File: config.mk
export PLATFORM = sky130hd
export DESIGN_NAME = yhr_fwd
export DESIGN_NICKNAME = d
export VERILOG_FILES = /design/src/design/yhr_pkg.sv /design/src/design/yhr_fwd.sv
export SDC_FILE = /design/constraint.sdc
export NUM_CORES = 1
export LEC_CHECK = 0
export BUFFER_PORTS_ARGS = -buffer_cell sky130_fd_sc_hd__clkbuf_2
export CORE_MARGIN = 5
export CORE_UTILIZATION = 30
export CTS_BUF_LIST = sky130_fd_sc_hd__clkbuf_16
export DETAILED_ROUTE_END_ITERATION = 16
export PLACE_DENSITY_LB_ADDON = 0.1
export SYNTH_ARGS = -nofsm -noshare
export SYNTH_HDL_FRONTEND = slang
export SYNTH_SLANG_ARGS = --single-unit
File: constraint.sdc
create_clock -name clk -period 13.3 [get_ports clk]
set_clock_uncertainty 0.2 [all_clocks]
set_input_delay 0 -clock clk [delete_from_list [all_inputs] [get_ports clk]]
set_output_delay 0 -clock clk [all_outputs]
set_load 0.01 [all_outputs]
File: src/design/yhr_pkg.sv
`timescale 1ns / 1ps
`default_nettype none

package yhr_pkg;

  // Default number of fractional bits in the colour matrix coefficients.
  localparam int COEF_FRAC_BITS_DEF = 14;

  // The rotation cosine and sine carry a fixed 14 fractional bits.
  localparam int ANGLE_FRAC_BITS = 14;
  localparam int ANGLE_W         = 16;

  // The rotated I/Q values are split at this bit before the inverse matrix.
  localparam int SPLIT_BITS = 24;

  localparam int CH_W  = 8;
  localparam int PIX_W = 3 * CH_W;

  localparam int CFG_IDX_W = 2;
  localparam int CFG_DAT_W = ANGLE_W;

  // Matrix entries are given in thousandths.
  localparam int MILLI = 1000;

  // Stages from the input register to the output register inclusive.
  localparam int PIPE_DEPTH = 7;

  typedef enum logic [CFG_IDX_W-1:0] {
    REG_COS = 2'd0,
    REG_SIN = 2'd1
  } cfg_reg_t;

  // RGB to YIQ, row-major, in thousandths.
  function automatic int fwd_milli(input int idx);
    int val;
    case (idx)
      0:       val = 299;
      1:       val = 587;
      2:       val = 114;
      3:       val = 596;
      4:       val = -274;
      5:       val = -321;
      6:       val = 211;
      7:       val = -523;
      8:       val = 311;
      default: val = 0;
    endcase
    return val;
  endfunction

  // YIQ to RGB, row-major, in thousandths. The Y column is exactly one.
  function automatic int inv_milli(input int idx);
    int val;
    case (idx)
      0:       val = 1000;
      1:       val = 956;
      2:       val = 621;
      3:       val = 1000;
      4:       val = -272;
      5:       val = -647;
      6:       val = 1000;
      7:       val = -1107;
      8:       val = 1705;
      default: val = 0;
    endcase
    return val;
  endfunction

  // Thousandths to fixed point, rounded to nearest with halves away from zero.
  function automatic longint to_fixed(input int milli, input int frac);
    longint mag;
    longint q;
    mag = (milli < 0) ? -longint'(milli) : longint'(milli);
    q   = (mag * (longint'(1) << frac) + MILLI / 2) / MILLI;
    return (milli < 0) ? -q : q;
  endfunction

endpackage

`default_nettype wire

File: src/design/yhr_fwd.sv
`timescale 1ns / 1ps
`default_nettype none

// RGB to YIQ: nine constant products, then the three row sums.
module yhr_fwd import yhr_pkg::*; #(
  parameter int  COEF_FRAC_BITS = COEF_FRAC_BITS_DEF,
  localparam int YIQ_W          = COEF_FRAC_BITS + 11
) (
  input  logic                 clk,
  input  logic                 rst,
  input  logic                 in_valid,
  output logic                 in_ready,
  input  logic [PIX_W-1:0]     in_rgb,
  output logic                 out_valid,
  input  logic                 out_ready,
  output logic [3*YIQ_W-1:0]   out_yiq
);

  localparam int CW = COEF_FRAC_BITS + 2;
  localparam int PW = COEF_FRAC_BITS + 10;

  localparam logic signed [CW-1:0] FWD_C [9] = '{
    CW'(to_fixed(fwd_milli(0), COEF_FRAC_BITS)),
    CW'(to_fixed(fwd_milli(1), COEF_FRAC_BITS)),
    CW'(to_fixed(fwd_milli(2), COEF_FRAC_BITS)),
    CW'(to_fixed(fwd_milli(3), COEF_FRAC_BITS)),
    CW'(to_fixed(fwd_milli(4), COEF_FRAC_BITS)),
    CW'(to_fixed(fwd_milli(5), COEF_FRAC_BITS)),
    CW'(to_fixed(fwd_milli(6), COEF_FRAC_BITS)),
    CW'(to_fixed(fwd_milli(7), COEF_FRAC_BITS)),
    CW'(to_fixed(fwd_milli(8), COEF_FRAC_BITS))
  };

  logic                    v1;
  logic                    v2;
  logic                    adv1;
  logic                    adv2;
  logic signed [PW-1:0]    prod [9];
  logic signed [YIQ_W-1:0] yiq  [3];

  assign adv2      = !v2 || out_ready;
  assign adv1      = !v1 || adv2;
  assign in_ready  = adv1;
  assign out_valid = v2;

  always_ff @(posedge clk) begin
    if (rst) begin
      v1 <= 1'b0;
      v2 <= 1'b0;
    end else begin
      if (adv1) begin
        v1 <= in_valid;
      end
      if (adv2) begin
        v2 <= v1;
      end
    end
  end

  always_ff @(posedge clk) begin
    if (adv1) begin
      for (int r = 0; r < 3; r++) begin
        for (int k = 0; k < 3; k++) begin
          prod[r*3+k] <= PW'(FWD_C[r*3+k]) * PW'($signed({1'b0, in_rgb[k*CH_W +: CH_W]}));
        end
      end
    end
    if (adv2) begin
      for (int r = 0; r < 3; r++) begin
        yiq[r] <= YIQ_W'(prod[r*3]) + YIQ_W'(prod[r*3+1]) + YIQ_W'(prod[r*3+2]);
      end
    end
  end

  always_comb begin
    for (int r = 0; r < 3; r++) begin
      out_yiq[r*YIQ_W +: YIQ_W] = yiq[r];
    end
  end

endmodule

`default_nettype wire

[Word level (Yosys, flattened, before mapping)]
Memory sizes are Yosys's and may differ from the RTL's.
Index checks and enable logic that the tools add are counted.
Word-level totals
  register bits: 2
  memory bits (writable): 291
  input port bits: 28
  logic and storage cells: 27
  memories: 2
Cells by class
  add/sub/neg operators: 6
  multiply operators: 9
  muxes and demuxes: 4
  reductions and logical operators: 4
Memories
  prod: words 9, bits a word 24, rd ports 9, clocked after Yosys merged registers in 0, write ports 9, RTL line yhr_fwd.sv:38  | logic signed [PW-1:0] prod [9];
  yiq: words 3, bits a word 25, rd ports 3, clocked after Yosys merged registers in 0, write ports 3, RTL line yhr_fwd.sv:39  | logic signed [YIQ_W-1:0] yiq [3];
Operators with widths (number)
  $add 24x24->25: 3
  $add 25x24->25: 3
  $mul 14x9->23 const A: 2
  $mul 14x8->22 const A: 2
  $mul 13x8->21 const A: 2
  $mul 15x9->24 const A: 1
  $mul 12x8->20 const A: 1
  $mul 9x8->17 const A: 1
  $mux 1: 4
  $logic_not 1->1: 2
  $logic_or 1x1->1: 2

[Depth between registers and ports, before layout]
  depth after elaboration: 5
  gate-level depth with buffers: 17

[Worst setup path before layout]
OpenSTA, ideal clock, no wires.
  kind: register -> register
  start: reg v2, in the netlist out_valid
  end: mem prod[0][10] in the netlist's numbering (enable)
  setup time: 1.494 ns
  data arrival time: 3.639 ns
  required time: 11.606 ns
  setup slack: 7.966 ns
  cell stages (with the launch flop): 3
  period minus slack after synthesis: 5.334 ns
  cells stage by stage: dfxtp_1 nor2b_1 nand2_1
RTL lines
  start, declared: RTL line yhr_fwd.sv:35  | logic v2;
  start signal, assigned: RTL line yhr_fwd.sv:55  | v2 <= v1;
  end, declared: RTL line yhr_fwd.sv:38

==> results.toml <==
[placed_design]
hpwl_um = 61600
place.detailed.instances = 3698
gp_congestion = 0.8638
placement.setup.worst_slack_ns = 7.694
port_buffers = 102

[worst_setup_path]
r2r-start = "prod[5][1]"
critical_path.startpoint_type = "input port"
setup.worst_path.start = "in_rgb[10]"
critical_path_capture_point_type = "flop"
regToRegSetupSlack_ns = 9.05
critical_path.reg2reg.endpoint = "yiq[0][48]"
cp_max_fo = 12
wp_data_arrival_ns = 5.65
worstRegToRegCells = 11
worstSetupPathType = "input port to flop"
critical_path_required_ns = 13.37
crit_end = "prod[4][22]"

[worst_hold_path]
startpoint_of_the_most_critical_hold_path = "in_rgb[18]"
holdCritPathClass = "input port to flop"

[floorplanning]
core_region_area_mm2 = 0.08851
chipWidth_um = 308.7
row_count = 109
dieHeight_um = 308.7
starting_density_of_the_core_pct = 30.25
ios = 105
floorplan.die_area_mm2 = 0.09532

[detailed_routing]
wirelength_um = 74070
number_of_detailed_route_iterations_in_the_first_pass = 5
drtIter0Drc = 860
dr_total_vias = 17830
antenna_violating_nets_post_route = 0
wl_per_cell_um = 19.55
detail_route.drc_violations = 0
via_per_inst = 4.707

[timing]
period_share_pct = 41.95
report.final.hold_viol_count = 0
finalSetupViolCount = 0
slew_violations = 0
achievable-frequency_mhz = 179.2
max_slew.worst_pin.slew_ns = 0.9826
postLayoutSetupSlackWorst_ns = 7.721
setup_total_negative_slack_ns = 0
min_period_ns = 5.580
worst_slew_margin_rel_pct = 34.50
rsz_0062_raised_after_global_routing = "no"

[global_route]
vias_in_the_first_global_route = 18830
grt_first_pass_wirelength_um = 114700
number_of_antenna_violations_at_the_first_check_in_global_routing = 1
grt_overflow = 0
grt_util_all_layers_pct = 15.77
grt_max_degree = 68

[synth]
synth_simple_gate_area_share_pct = 6.730
synth.ff_latch_count = 256
netlist-cell-type-count = 77
ys_seq_area_share_pct = 28.64
syn_area_per_cell_um2 = 10.99
number_of_enable_type_register_cells_in_the_synthesized_netlist = 254
post_synth_inst_count = 2436
synthFlopType = "sky130_fd_sc_hd__edfxtp_1"
synth_mux_area_share_pct = 0.2103
synthXorXnorAreaFrac_pct = 5.758
synth_compound_gate_area_share_pct = 11.27
async_reset_ff_share_pct = 0
post_synthesis_share_of_cell_area_spent_on_full_adders_half_adders_and_majority_gates_pct = 40.78
yosys_warnings = 0
post_synth_instance_area_mm2 = 0.02677
synth_top_family_by_area = "adder cells"

[clocking]
cts-buffers-inserted = 36
path_clk_slew_ns = 0.06
cts_tree = "built"
ctsRootBufferMaster = "sky130_fd_sc_hd__clkbuf_16"
postCtsSetupBuffers = 0
cts_resized = 0
clock_tree.htree_level_count = 2
cts-root-to-sink-buffers = 3
tritoncts_num_sinks = 256
later_pin_clock_latency_in_the_skew_report_ns = 0.55

[cells_and_area]
fill_cells = 8929
layout-drive-gt1-share_pct = 7.434
seqCellArea_mm2 = 0.007667
layoutNonFillerInstCount = 3788
design.final.nets = 3337
layout.core_utilization_pct = 34.13
antenna-diode-count = 0
multiInputGateArea_mm2 = 0.01735
synth_to_layout_area_growth_pct = 12.84

[run_status]
status = "completed"

[run]
maxCapViolations = 0
registers in the layout, indices dropped and copies added (netlist names):
name and count:
prod 182, yiq 72, out_valid 1, v1 1
critical path, cell delays in order:
cell and delay (ns):
sky130_fd_sc_hd__dlygate4sd3_1 0.54, sky130_fd_sc_hd__clkbuf_2 0.33, sky130_fd_sc_hd__fa_1 0.95, sky130_fd_sc_hd__inv_1 0.11
sky130_fd_sc_hd__fa_1 0.55, sky130_fd_sc_hd__inv_1 0.09, sky130_fd_sc_hd__ha_1 0.32, sky130_fd_sc_hd__inv_1 0.08
sky130_fd_sc_hd__fa_1 0.55, sky130_fd_sc_hd__inv_1 0.05, sky130_fd_sc_hd__ha_1 0.33, sky130_fd_sc_hd__a21o_1 0.19
sky130_fd_sc_hd__a211o_2 0.36, sky130_fd_sc_hd__a2111oi_4 0.40, sky130_fd_sc_hd__nor3_1 0.14, sky130_fd_sc_hd__a211oi_2 0.34
sky130_fd_sc_hd__mux2i_1 0.22, sky130_fd_sc_hd__nand2_1 0.08
metrics by stage:
stage | area (um2) | hold slack, ns
after global placement | 28740 | -0.02460
after global routing | 30210 | 0.05931
final | 30210 | 0.03796
after detailed placement | 28740 | -0.01965
after CTS | 30210 | 0.03386
after floorplan | 26780 | -0.1276
layout by cell type, fill, tap and decap left out, types with 72 or more instances in the layout:
cell type,synthesis,layout
sky130_fd_sc_hd__nor2_1,115,115
sky130_fd_sc_hd__inv_1,457,462
sky130_fd_sc_hd__clkbuf_2,0,102
sky130_fd_sc_hd__ha_1,447,447
sky130_fd_sc_hd__a21o_1,72,72
sky130_fd_sc_hd__edfxtp_1,254,254
sky130_fd_sc_hd__a21oi_1,132,132
sky130_fd_sc_hd__fa_1,266,266
sky130_fd_sc_hd__xnor2_1,131,131
sky130_fd_sc_hd__o21ai_0,77,77
worst min-delay path by stage:
stage / endpoint / cells past startpoint
final: prod[5][2] / 2
after floorplan: out_valid / 1
after global placement: out_valid / 2
after detailed placement: out_valid / 2
after CTS: prod[5][2] / 2
after global routing: prod[5][2] / 2
cells by family after synthesis:
kind of cell / count (synthesis)
fa+ha+maj: 713
buf+inv: 468
compound gates: 454
simple gates: 363
flops: 256
xor+xnor: 176
mux: 5
other cells: 1
timing repair:
| item | CTS | global route |
|---|---|---|
| endpoints found under the hold margin | 35 | 0 |
| hold buffers | 25 | 0 |
| endpoints found under the setup margin | 0 | 0 |
Yosys cell counts (10+ instances only):
master	n	area [um2]
sky130_fd_sc_hd__inv_1	457	1715
sky130_fd_sc_hd__ha_1	447	5593
sky130_fd_sc_hd__fa_1	266	5325
sky130_fd_sc_hd__edfxtp_1	254	7627
sky130_fd_sc_hd__a21oi_1	132	660.6
sky130_fd_sc_hd__xnor2_1	131	1147
sky130_fd_sc_hd__nor2_1	115	431.7
sky130_fd_sc_hd__o21ai_0	77	385.4
sky130_fd_sc_hd__a21o_1	72	540.5
sky130_fd_sc_hd__nand2_1	71	266.5
sky130_fd_sc_hd__xor2_1	45	394.1
sky130_fd_sc_hd__nor3_1	35	175.2
sky130_fd_sc_hd__o21a_1	35	262.8
sky130_fd_sc_hd__a211oi_1	23	172.7
sky130_fd_sc_hd__nand3_1	22	110.1
sky130_fd_sc_hd__and3_1	19	118.9
sky130_fd_sc_hd__nor2b_1	18	112.6
sky130_fd_sc_hd__nand2b_1	15	93.84
sky130_fd_sc_hd__o21bai_1	15	112.6
sky130_fd_sc_hd__a31oi_1	11	68.82
sky130_fd_sc_hd__or2_2	11	68.82
sky130_fd_sc_hd__o211ai_1	10	75.07
cell type report:
type	count	share of cell area, %
Clock buffer	38	3.148
Clock inverter	27	0.8946
Inverter	457	5.682
Multi-Input combinational cell	1713	57.43
Sequential cell	256	25.38
Tap cell	1165	4.825
Timing Repair Buffer	132	2.642
per-layer routing:
| layer | up-vias | wire (um) | GRT usage, % |
|---|---|---|---|
| li1 | 8724 | - | - |
| met3 | 55 | 2785 | 2.369 |
| met5 | - | 0 | 0 |
| met2 | 272 | 33510 | 25.37 |
| met1 | 8780 | 36340 | 22.73 |
| met4 | 0 | 1427 | 3.321 |
Power is left out: the tool's default activity adds up to more than one toggle a clock period on the data nets, which glitch-free logic cannot reach.
