**src/design/yhr_pkg.sv**
```systemverilog
`timescale 1ns / 1ps
`default_nettype none

package yhr_pkg;

  // Default number of fractional bits in the colour matrix coefficients.
  localparam int COEF_FRAC_BITS_DEF = 14;

  // The rotation cosine and sine carry a fixed 14 fractional bits.
  localparam int ANGLE_FRAC_BITS = 14;
  localparam int ANGLE_W         = 16;

  // The rotated I/Q values are split at this bit before the inverse matrix.
  localparam int SPLIT_BITS = 24;

  localparam int CH_W  = 8;
  localparam int PIX_W = 3 * CH_W;

  localparam int CFG_IDX_W = 2;
  localparam int CFG_DAT_W = ANGLE_W;

  // Matrix entries are given in thousandths.
  localparam int MILLI = 1000;

  // Stages from the input register to the output register inclusive.
  localparam int PIPE_DEPTH = 7;

  typedef enum logic [CFG_IDX_W-1:0] {
    REG_COS = 2'd0,
    REG_SIN = 2'd1
  } cfg_reg_t;

  // RGB to YIQ, row-major, in thousandths.
  function automatic int fwd_milli(input int idx);
    int val;
    case (idx)
      0:       val = 299;
      1:       val = 587;
      2:       val = 114;
      3:       val = 596;
      4:       val = -274;
      5:       val = -321;
      6:       val = 211;
      7:       val = -523;
      8:       val = 311;
      default: val = 0;
    endcase
    return val;
  endfunction

  // YIQ to RGB, row-major, in thousandths. The Y column is exactly one.
  function automatic int inv_milli(input int idx);
    int val;
    case (idx)
      0:       val = 1000;
      1:       val = 956;
      2:       val = 621;
      3:       val = 1000;
      4:       val = -272;
      5:       val = -647;
      6:       val = 1000;
      7:       val = -1107;
      8:       val = 1705;
      default: val = 0;
    endcase
    return val;
  endfunction

  // Thousandths to fixed point, rounded to nearest with halves away from zero.
  function automatic longint to_fixed(input int milli, input int frac);
    longint mag;
    longint q;
    mag = (milli < 0) ? -longint'(milli) : longint'(milli);
    q   = (mag * (longint'(1) << frac) + MILLI / 2) / MILLI;
    return (milli < 0) ? -q : q;
  endfunction

endpackage

`default_nettype wire

```
**src/design/yhr_rot.sv**
```systemverilog
`timescale 1ns / 1ps
`default_nettype none

// Rotation of the I/Q plane: four products, then the two sums and the scaled Y.
module yhr_rot import yhr_pkg::*; #(
  parameter int  COEF_FRAC_BITS = COEF_FRAC_BITS_DEF,
  localparam int YIQ_W          = COEF_FRAC_BITS + 11,
  localparam int ROT_W          = YIQ_W + ANGLE_W + 1
) (
  input  logic                      clk,
  input  logic                      rst,
  input  logic signed [ANGLE_W-1:0] cos_angle,
  input  logic signed [ANGLE_W-1:0] sin_angle,
  input  logic                      in_valid,
  output logic                      in_ready,
  input  logic [3*YIQ_W-1:0]        in_yiq,
  output logic                      out_valid,
  input  logic                      out_ready,
  output logic [3*ROT_W-1:0]        out_rot
);

  localparam int MW = YIQ_W + ANGLE_W;

  logic                    v3;
  logic                    v4;
  logic                    adv3;
  logic                    adv4;
  logic signed [YIQ_W-1:0] y_in;
  logic signed [YIQ_W-1:0] i_in;
  logic signed [YIQ_W-1:0] q_in;
  logic signed [YIQ_W-1:0] y3;
  logic signed [MW-1:0]    ci;
  logic signed [MW-1:0]    sq;
  logic signed [MW-1:0]    si;
  logic signed [MW-1:0]    cq;
  logic signed [ROT_W-1:0] rot [3];

  assign y_in = $signed(in_yiq[0 +: YIQ_W]);
  assign i_in = $signed(in_yiq[YIQ_W +: YIQ_W]);
  assign q_in = $signed(in_yiq[2*YIQ_W +: YIQ_W]);

  assign adv4      = !v4 || out_ready;
  assign adv3      = !v3 || adv4;
  assign in_ready  = adv3;
  assign out_valid = v4;

  always_ff @(posedge clk) begin
    if (rst) begin
      v3 <= 1'b0;
      v4 <= 1'b0;
    end else begin
      if (adv3) begin
        v3 <= in_valid;
      end
      if (adv4) begin
        v4 <= v3;
      end
    end
  end

  always_ff @(posedge clk) begin
    if (adv3) begin
      y3 <= y_in;
      ci <= MW'(cos_angle) * MW'(i_in);
      sq <= MW'(sin_angle) * MW'(q_in);
      si <= MW'(sin_angle) * MW'(i_in);
      cq <= MW'(cos_angle) * MW'(q_in);
    end
    if (adv4) begin
      rot[0] <= ROT_W'(y3) <<< ANGLE_FRAC_BITS;
      rot[1] <= ROT_W'(ci) - ROT_W'(sq);
      rot[2] <= ROT_W'(si) + ROT_W'(cq);
    end
  end

  always_comb begin
    for (int r = 0; r < 3; r++) begin
      out_rot[r*ROT_W +: ROT_W] = rot[r];
    end
  end

endmodule

`default_nettype wire

```
**config.mk**
```make
export PLATFORM = sky130hd
export DESIGN_NAME = yhr_rot
export DESIGN_NICKNAME = d
export VERILOG_FILES = /design/src/design/yhr_pkg.sv /design/src/design/yhr_rot.sv
export SDC_FILE = /design/constraint.sdc
export NUM_CORES = 2
export LEC_CHECK = 0
export BUFFER_PORTS_ARGS = -buffer_cell sky130_fd_sc_hd__buf_4
export CAP_MARGIN = 20
export CORE_ASPECT_RATIO = 0.5
export CORE_UTILIZATION = 50
export CTS_CLUSTER_SIZE = 14
export DETAILED_ROUTE_END_ITERATION = 16
export HOLD_SLACK_MARGIN = 0.05
export MAX_ROUTING_LAYER = met4
export PLACE_DENSITY = 0.66
export REMOVE_ABC_BUFFERS = 1
export SETUP_SLACK_MARGIN = 0.2
export SLEW_MARGIN = 20
export SYNTH_ARGS = -nofsm -noshare
export SYNTH_HDL_FRONTEND = slang
export SYNTH_SLANG_ARGS = --single-unit
export TNS_END_PERCENT = 1
```
**constraint.sdc**
```tcl
create_clock -name clk -period 17.5 [get_ports clk]
set_input_delay 3.5 -clock clk [delete_from_list [all_inputs] [get_ports clk]]
set_output_delay 3.5 -clock clk [all_outputs]
set_load 0.05 [all_outputs]
```
======== Word level (Yosys, flattened, before mapping) ========
Memories as Yosys holds them, arrays and structs flattened.
Cells that the tools add are included.
word-level totals
  bits in writable memories ............... 126
  bits of input ports ..................... 111
  memories kept ........................... 1
  register bits ........................... 191
operators by class
  reductions and logical operators ........ 4
  $mul .................................... 4
  multiplexer cells ....................... 2
  add/subtract/negate cells ............... 2
memories
  memory  words  bits a word  read ports  clocked after Yosys merged registers in  write ports  RTL line       text
  rot     3      42           3           0                                        3            yhr_rot.sv:36  logic signed [ROT_W-1:0] rot [3];
operator list
  cell                number
  $mul A16 B25 Y41    4
  $add A41 B41 Y42    1
  $sub A41 B41 Y42    1
  $logic_not A1 Y1    2
  $logic_or A1 B1 Y1  2
  $mux W1             2

======== Longest topological paths before layout ========
  depth after elaboration ................. 4
  mapped depth ............................ 26
  gate-level depth less buffers ........... 24

======== Least setup slack after synthesis ========
No wires, ideal clock.
  path type ............................... input -> output
  start ................................... input port out_ready
  end ..................................... output port in_ready
  path buffers ............................ 0
  path slack .............................. 6167 ps
  data required time ...................... 14000 ps
  arrival time ............................ 7833 ps
  stages on the path ...................... 2
  path through ............................ nor2b_1 -> nand2_1
on the way
  word-level cells in the longest chain between the ends .. 2
RTL lines
  item                RTL line       text
  start, declared     yhr_rot.sv:18  input logic out_ready,
  $logic_or A1 B1 Y1  yhr_rot.sv:42  assign adv4 = !v4 || out_ready;
  $logic_or A1 B1 Y1  yhr_rot.sv:43  assign adv3 = !v3 || adv4;
  end, declared       yhr_rot.sv:15  output logic in_ready,
Every way passes these cells.

======== Worst setup path in the final report ========
  start ................................... input port cos_angle[1]
  end ..................................... register ci[40], data pin
on the way
  word-level cells in the longest chain between the ends .. 1
RTL lines
  item                  RTL line       text
  start, declared       yhr_rot.sv:12  input logic signed [ANGLE_W-1:0] cos_angle,
  $mul A16 B25 Y41      yhr_rot.sv:64  ci <= MW'(cos_angle) * MW'(i_in);
  end signal, assigned  yhr_rot.sv:64
  end, declared         yhr_rot.sv:32  logic signed [MW-1:0] ci;
Every way passes these cells.
A chain may end at the register's enable or synchronous reset.

==> impl_results.md <==
* Status: completed
* Number of violations of the max-capacitance limit at 0
* RSZ-0062 raised after global routing: false
* Number of cell rows at 96
* Final Hold Vio Count at 0
* Initial core utilization at 0.5074
* Slew at the pin with the worst max-slew slack at 0.9716 ns
* Number of placed instances, taps included at 9142
* Vias at 48721
* Multiplexer fraction of the synthesized cell area at 0.0005713
* DRC violation total after the first TritonRoute iteration at 3787
* Worst hold path stage count at 0
* Post-detailed-route count of antenna-violating nets at 0
* Tcrit/Tclk final at 0.6003
* Gate count after technology mapping at 7372
* Capture point of the critical path: ci[40]$_DFFE_PP_
* Utilization of the core after routing at 0.5369
* Kind of critical path: in -> reg
* Post-Route Setup TNS at 0 ns
* Port Buffers at 224
* Global-route usage over all layers at 0.2629
* Final-report setup violation count at 0
* Max Clk Rate at 95.19 MHz
* Max transition margin at 0.3492
* Nets@finish at 9468
* Worst stage delay on the critical path at 0.71 ns
* RePlAce Congestion at 0.9059
* Critical path required time at 17.88 ns
* Via count of the first global-routing pass at 50689
* Commonest register cell after synthesis: sky130_fd_sc_hd__edfxtp_1
* Filler cell count at 12461
* Series of cell instances along the critical path: buf_4 -> nand2_1 -> fa_1 -> inv_1 -> fa_1 -> inv_1 -> fa_1 -> inv_1 -> fa_1 -> fa_1 -> inv_1 -> fa_1 -> inv_1 -> ha_1 -> nand4_1 -> a2111oi_0 -> or4_1 -> nand4_1 -> o31ai_1 -> o21ai_1 -> o2111ai_1 -> a21oi_1 -> xnor2_1
* Maximum number of pins on one net before global-route repair at 59
* TritonCTS clock tree: yes
* Post-layout minimum cycle time at 10.51 ns
* First-pass GRT wire length at 282300 um
* Number of top-level pins at 239
* Worst Reg2Reg Path Length in Cells at 12
* Initial antenna violation count at 4
* Flip-flop and latch count after synthesis at 300
* Top cells by count, synth: sky130_fd_sc_hd__inv_1 (1840), sky130_fd_sc_hd__fa_1 (1554), sky130_fd_sc_hd__nand2_1 (951)
* Biggest fanout along the worst timing path at 50
* Core Area at 138100 um2
* Root buffer cell: sky130_fd_sc_hd__clkbuf_16
* Simple-gate share of the synthesized area at 0.1372
* Launch point of the worst hold path: y3[17]$_DFFE_PP_
* Critical path capture point type: flip-flop
* Critical path launch point type: primary input
* Area share of the leading cell type in the synthesized netlist at 0.4439
* Post-CTS Hold Buffers at 0
* Via density at 5.286
* Ys Warns at 0
* Worst flop-to-flop path startpoint: sq[0]$_DFFE_PP_
* Count of cell types in the netlist at 75
* Maximum clock insertion buffer count at 3
* CTS HTree Levels at 2
* Average cell area after synthesis at 9.507 um2
* Setup slack on the worst flop-to-flop path at 13.32 ns
* Top cell type by total area after synthesis: sky130_fd_sc_hd__fa_1
* Post-synthesis adder-cell area fraction at 0.5299
* Final count of pins violating max slew at 0
* Area growth from synthesis to layout at 5.829%
* Most numerous cell on the critical path: sky130_fd_sc_hd__fa_1
* Xor/xnor share of the synthesized area at 0.03074
* Combinational family with the most area after synthesis: adder cells
* Width of the die at 531.5 um
* Post-synth EDFFs at 298
* Dominant cell by count in the synthesized netlist: sky130_fd_sc_hd__inv_1
* Proportion of layout cells with a drive suffix above 1 at 0.04353
* Data arrival time of the worst path at 10.89 ns
* Die outline area at 141800 um2
* Synthesized area at 70080 um2
* Number of standard cells in the final layout excluding fillers at 9217
* Overall die height at 266.7 um
* Final worst clock skew at 0.01756 ns
* Total wire length at 171600 um
* Largest cells by area after synthesis: sky130_fd_sc_hd__fa_1 (44%), sky130_fd_sc_hd__edfxtp_1 (13%), sky130_fd_sc_hd__inv_1 (9.9%)
* Total clock sinks at 300
* Clock slew at the register clock pins of the worst setup and hold paths at 0.06 ns
* Sum of overflow across all layers after global routing at 0
* Remaining design rule violation count at 0
* Synth Area in Compound Gates at 0.05540
* R2R Path End: rot[0][78]$_DFFE_PP_
* Skew-Pair Late Insertion Delay at 0.64 ns
* Iteration count of the initial detailed-routing pass at 7
* Critical Path Slowest Stage Cell: sky130_fd_sc_hd__a2111oi_0
* Setup bufs post-CTS at 0
* Average routed wire per standard cell at 18.61 um
* Launch point of the critical path: cos_angle[1]
* Number of buffers created by CTS at 39
* Worst min path class: reg -> reg
* Async set or reset register ratio after synthesis at 0
* Dpl hpwl at 126300 um
* Part of the Yosys area used for sequential elements at 0.1283
* Resized cells post-CTS at 0
worst min-delay path by stage:
stage,end,slack [ns]
after global placement,rot[0][29]$_DFFE_PP_,0.40
after global routing,rot[0][31]$_DFFE_PP_,0.42
after detailed placement,rot[0][31]$_DFFE_PP_,0.40
after CTS,rot[0][31]$_DFFE_PP_,0.42
after floorplan,rot[0][14]$_DFFE_PP_,0.40
final,rot[0][31]$_DFFE_PP_,0.42
worst max-delay path, delay by kind of cell:
kind / cells / cell delay [ns]
AOI/OAI and AO/OA: 5 / 1.84
xor gates and xnor gates: 1 / 0.12
adders and majority gates: 7 / 3.50
buffers and inverters: 6 / 0.75
and+or+nand+nor: 4 / 1.11
metrics by stage:
step | worst slack (ns) | hold slack (ns) | instance area (um2)
2_1_floorplan | 6.167 | 0.4003 | 68780
3_5_place_dp | 6.662 | 0.4045 | 72910
6_report | 6.995 | 0.4184 | 74170
5_1_grt | 6.691 | 0.4235 | 74170
3_3_place_gp | 6.715 | 0.4007 | 72910
4_1_cts | 7.308 | 0.4180 | 74160
registers in the layout, indices dropped and copies added (netlist names):
name	flops
rot	109
out_valid	1
ci	41
si	41
cq	41
sq	41
y3	25
v3	1
area by class of cell:
type,count,area (um2),share of cell area
timing repair buffer,238,1787,0.02409
inverter,1840,6912,0.09319
antenna,4,10.01,0.0001350
tap,1862,2330,0.03141
multi-input combinational,4902,52890,0.7131
clock inverter,25,246.5,0.003323
clock buffer,46,1002,0.01351
sequential,300,8989,0.1212
placed cells by master, fill, tap and decap left out, drive strengths merged, types with 6 or more instances in the layout:
cell	n
fa	1554
a211oi	24
a21o	111
a2111oi	6
nand2	951
nor3	22
buf	238
clkinv	10
o31ai	11
o211ai	15
nor2b	28
nand4	19
and2	650
inv	1850
a21boi	12
clkbuf	46
a31oi	15
nand3	41
o21ai	109
conb	14
nor2	199
ha	482
and3	19
o21bai	28
and4	7
edfxtp	298
o21a	25
xnor2	189
nand2b	39
xor2	57
or3	11
a21oi	188
metal layers:
metal | wire [um] | global-route usage
met1 | 77050 | 0.3789
met3 | 14110 | 0.04170
met4 | 4768 | 0.06505
met5 | 0 | -
met2 | 75620 | 0.3890
cells by family (layout without fill, tap and decap cells):
| group | count (synthesis) | after routing |
|---|---|---|
| buffers and inverters | 2183 | 2149 |
| XOR/XNOR | 246 | 246 |
| other | 1 | 18 |
| AND/OR/NAND/NOR | 2004 | 2004 |
| multiplexers | 4 | 4 |
| AO/OA/AOI/OAI | 598 | 598 |
| flip-flops | 300 | 300 |
| adder cells (fa/ha/maj) | 2036 | 2036 |
Power is left out: the tool's default activity adds up to more than one toggle a clock period on the data nets, which glitch-free logic cannot reach.
